**src/rtl/bspq_pkg.sv**
```systemverilog
// ============================================================================
// bspq_pkg: shared types and constants of the sorted priority queue
// Beat formats of the command and result channels, the per-cell command
// broadcast, and the status codes.
// ============================================================================
package bspq_pkg;

    localparam int KEY_W = 32;
    localparam int VAL_W = 64;

    localparam logic OP_INSERT  = 1'b0;
    localparam logic OP_EXTRACT = 1'b1;

    localparam logic [1:0] ST_OK    = 2'd0;
    localparam logic [1:0] ST_FULL  = 2'd1;
    localparam logic [1:0] ST_EMPTY = 2'd2;

    // Bit pattern of a negative infinity double.
    localparam logic [VAL_W-1:0] NEG_INF_BITS = 64'hFFF0_0000_0000_0000;

    typedef struct packed {
        logic                     op;
        logic signed [KEY_W-1:0]  prio_key;
        logic [VAL_W-1:0]         payload;
    } t_in_beat;

    typedef struct packed {
        logic [1:0]       status;
        logic [VAL_W-1:0] out_value;
    } t_out_beat;

    // Command broadcast to every cell of the chain.
    typedef struct packed {
        logic                     insert;
        logic                     extract;
        logic signed [KEY_W-1:0]  key;
        logic [VAL_W-1:0]         value;
    } t_cell_cmd;

    // Contents of one cell as seen by its neighbors.
    typedef struct packed {
        logic                     valid;
        logic signed [KEY_W-1:0]  key;
        logic [VAL_W-1:0]         value;
    } t_entry;

endpackage

```
**src/rtl/bspq_cell.sv**
```systemverilog
// ============================================================================
// bspq_cell: one slot of the sorted register chain
// Holds one entry. On insert it keeps its entry, takes the new one, or takes
// the entry of its left neighbor; on extract it takes its right neighbor's.
// ============================================================================
module bspq_cell
    import bspq_pkg::*;
(
    input  logic      i_clk,
    input  logic      i_rst_n,
    input  t_cell_cmd i_cmd,
    input  t_entry    i_left,
    input  logic      i_left_le,
    input  t_entry    i_right,
    output t_entry    o_entry,
    output logic      o_le
);

    logic                    r_valid;
    logic signed [KEY_W-1:0] r_key;
    logic [VAL_W-1:0]        r_value;
    logic                    n_valid;
    logic signed [KEY_W-1:0] n_key;
    logic [VAL_W-1:0]        n_value;

    // An empty cell acts as a key above every real key.
    assign o_le    = r_valid && (r_key <= i_cmd.key);
    assign o_entry = '{valid: r_valid, key: r_key, value: r_value};

    always_comb begin
        n_valid = r_valid;
        n_key   = r_key;
        n_value = r_value;
        if (i_cmd.insert && !o_le) begin
            if (i_left_le) begin
                n_valid = 1'b1;
                n_key   = i_cmd.key;
                n_value = i_cmd.value;
            end else begin
                n_valid = i_left.valid;
                n_key   = i_left.key;
                n_value = i_left.value;
            end
        end else if (i_cmd.extract) begin
            n_valid = i_right.valid;
            n_key   = i_right.key;
            n_value = i_right.value;
        end
    end

    always_ff @(posedge i_clk) begin
        if (!i_rst_n) begin
            r_valid <= 1'b0;
        end else begin
            r_valid <= n_valid;
        end
        r_key   <= n_key;
        r_value <= n_value;
    end

endmodule

```
**config.mk**
```make
export PLATFORM = sky130hd
export DESIGN_NAME = bspq_cell
export DESIGN_NICKNAME = d
export VERILOG_FILES = /design/src/rtl/bspq_pkg.sv /design/src/rtl/bspq_cell.sv
export SDC_FILE = /design/constraint.sdc
export NUM_CORES = 1
export LEC_CHECK = 0
export BUFFER_PORTS_ARGS = -buffer_cell sky130_fd_sc_hd__buf_2
export CAP_MARGIN = 40
export CORE_AREA = 2 2 155 157
export DETAILED_ROUTE_END_ITERATION = 7
export DIE_AREA = 0 0 157 159
export PLACE_DENSITY_LB_ADDON = 0.1
export SYNTH_ARGS = -nofsm -noshare
export SYNTH_HDL_FRONTEND = slang
export SYNTH_SLANG_ARGS = --single-unit
```
**constraint.sdc**
```tcl
create_clock -name i_clk -period 12.1 [get_ports i_clk]
set_clock_uncertainty 0.15 [all_clocks]
set_input_delay 1.21 -clock i_clk [delete_from_list [all_inputs] [get_ports i_clk]]
set_output_delay 1.21 -clock i_clk [all_outputs]
set_load 0.01 [all_outputs]
```
==> flow_results.org <==
** Outcome
- The run finished with clean final reports.

** Yosys
- In the synthesized netlist the dominant register cell turns out to be edfxtp_1.
- By count the netlist is led by 153 x mux2_2, 96 x edfxtp_1, 40 x mux2_4.
- Number of synthesized register bits :: 97
- Cell count after synthesis :: 436
- Counting flops with a built-in enable in the synthesized netlist gives 96.
- Counting distinct cell types in the post-synthesis netlist gives 38.
- Area leader, netlist :: edfxtp_1
- Summed over its instances, the top area cell type makes up around 46% of the synthesized netlist area.
- Count leader, synth :: mux2_2
- Counting flops with an async set or reset pin after synthesis yields a share of 0%.
- A synthesized cell averages approximately 14 um2.
- The number of nets handed over by synthesis was about 760.
- Post-synthesis sequential area ratio :: a little under half
- Combined area of all synthesized cells :: 6260 um2
- The Yosys step of the flow raised 0 warnings.
- Yosys attributes the largest share of cell area to edfxtp_1 46%, mux2_2 28%, mux2_4 9.6%.

** Die
- Standard cell core area :: ~23000 um2
- Chip Height :: 159 um
- For this configuration, the core starts out at a cell density of 27.0%.
- Measured along the x axis, the die boundary spans ~160 um.
- The floorplan has 56 rows.
- The floorplan step defined a die boundary enclosing around 25000 um2.
- During I/O placement, the number of pins put on the boundary was between 300 and 400.

** Route
- Average wire per standard cell :: 16.6 um
- Detailed routing inserted a total of roughly 5000 vias.
- The first routing iteration left 153 violations.
- Via density per instance :: around 4.3
- The detail route stage leaves a number of antenna-violating nets equal to 0.
- For this run, the detailed router's first-pass iteration total came to 4.
- DRC violation count after routing :: 0
- After detailed routing, the total wire length is between 15000 and 20000 um.

** Clock network
- Count of buffers added by post-CTS timing repair for setup :: 0
- Clock tree from TritonCTS :: done
- Number of resized instances in the post-cts repair step :: 0
- CTS H-Tree Depth :: 3
- Max clock buf depth :: 2
- CTS saw 97 sinks.
- Number of hold-repair buffers added at the cts stage :: 0
- Cts bufs inserted :: 9
- Insertion delay of the later-clocked pin in the worst-skew pair :: between 0.3 and 0.4 ns
- The tree is rooted in a clkbuf_16.
- Clock transition at the registers of the reported paths :: 0.06 ns

** Timing
- At the pin with the least slew margin, the transition time is between 0.7 and 0.8 ns.
- Total of endpoints with negative setup slack in the final report :: 0
- The number of slew-limit violations in the final report was 0.
- The worst path in the final design needs a cycle of about 4.5 ns, including I/O delays and setup.
- The count of endpoints failing hold in the final timing report is 0.
- Final total negative setup slack :: 0 ns
- Headroom to the max-slew limit came out at about 48%.
- In the finished design, the share of the clock period the worst path needs comes to 37.6%.
- RSZ-0062 raised after global routing :: no
- Max frequency :: ~220 MHz

** Worst setup path
- STA classifies the critical path endpoint as an output pin.
- The worst setup path is of the in -> out kind.
- Data required, critical path :: between 10 and 15 ns
- The worst setup path is launched from an input pin.
- Along the worst path, the maximum fanout reaches 4.
- For the worst setup path, the data arrival time is 3.18 ns.

** Finish
- Area overhead of the layout relative to synthesis :: 42.1%
- Number of fill cells :: 2290
- With fillers left out, the area of the finished cells amounts to 8890 um2.
- In the final layout, the share of cells above drive strength 1 is roughly 74%.
- Final-stage net count :: ~1200
- 0 antenna diodes ended up in the layout.

** Pwr
- Peak supply drop :: roughly 0.000067 V
- Pleak :: just over 0.004 uW
- Pwr dens :: between 100 and 150 nW/um2

** Global route
- Entering global routing, the biggest net connects 57 pins.
- The initial antenna violation count came to 1.
- Grt met1 use :: between 10% and 20%
- The global routing stage identified its most utilized layer as met2.
- Across every metal layer, demand over resource in global routing totals ~15%.
- First-pass GRT wire length :: roughly 29000 um
- Total congestion overflow after global routing :: 0
- Met3 Track Usage GR :: under 10%
- Global routing used between 20% and 30% of the available met2 tracks.
- The via count of the first global-routing pass was between 5000 and 6000.

** Placed design
- The count of buffers added on input and output ports is 392.
- At the end of routability-driven placement, the weighted congestion stood at around 0.79.
- Total cell area at the placement stage :: between 8000 and 9000 um2
- Post-detailed-placement half-perimeter wirelength :: 15300 um

** Job
- The tool flagged a number of max-cap violations equal to 0.

** Hold path
- The tightest min-delay check is of the reg -> reg type.
## critical path, cell delays in order
cell and delay (ns):
buf_2 0.11, inv_1 0.05, ha_1 0.36, nand4_2 0.17
nor4_2 0.44, a21boi_1 0.13, a21bo_2 0.24, and4_1 0.30
buf_2 0.18
## power breakdown
| group | switching [uW] | internal, uW |
|---|---|---|
| sequential | 17.0 | 432 |
| clock | 127 | 181 |
| combinational | 152 | 167 |
## cells by family (layout without fill, tap and decap cells)
family / Yosys count / count (layout) / synth area share [%]
fa+ha+maj: 32 / 32 / 6.40
simple gates: 25 / 25 / 2.38
buf+inv: 56 / 447 / 4.12
compound gates: 32 / 32 / 3.44
flops: 97 / 97 / 46.4
mux: 194 / 194 / 37.3
## path summary, 6_finish.rpt
kind / startpoint / endpoint / slack (ns) / depth (start not counted)
max: i_cmd[95] / o_le / 7.56 / 9
min: r_valid$_SDFFE_PN0P_ / r_valid$_SDFFE_PN0P_ / 0.61 / 2
max reg2reg: r_key[31]$_DFFE_PP_ / r_value[30]$_DFFE_PP_ / 8.74 / 8
min reg2reg: r_valid$_SDFFE_PN0P_ / r_valid$_SDFFE_PN0P_ / 0.61 / 2
## sequential cells by signal (all words and copies together) (netlist names)
signal and count:
r_valid 1, r_key 32, r_value 64
## metrics by stage
stage               power (uW)  cells  worst slack (ns)  hold WS (ns)  util (%)
detailed placement         781   1131              7.54         0.606      37.0
global placement           775   1130              7.54         0.596      36.9
global route              1140   1146              7.40         0.653      38.4
floorplan                  649    436              2.04         0.539         -
finish                    1080   1146              7.56         0.610      38.4
CTS                       1100   1146              7.54         0.615      38.4
## layer usage
layer  wire length, um  up-vias  part of all wire (%)
met2             10200      222                    53
met4               285        2                   1.5
met1              7130     2297                    37
met5                16        -                 0.084
li1                  -     2437                     -
met3              1450       15                   7.6
## area by class of cell
class                           count  area [um2]  share of cell area (%)
Clock buffer                        9         225                    2.53
Clock inverter                      6        90.1                    1.01
Inverter                           34         128                    1.43
Multi-Input combinational cell    283        3120                    35.1
Sequential cell                    97        2900                    32.6
Tap cell                          319         399                    4.49
Timing Repair Buffer              398        2030                    22.8
## cells in the final DEF, fill, tap and decap left out, types with 2 or more instances in the layout
master     instances
buf_4              6
inv_6              2
o21ai_0            3
clkbuf_16          9
nand2_1            6
ha_1              32
mux2_2           153
bufinv_16          2
buf_2            391
o21a_1             2
mux2_4            40
inv_1             34
edfxtp_1          96
nand4_1            7
a21oi_1           13
o211ai_1           2
nand3_1            2
nor2_1             2
Power figures use the tool's default switching activity.
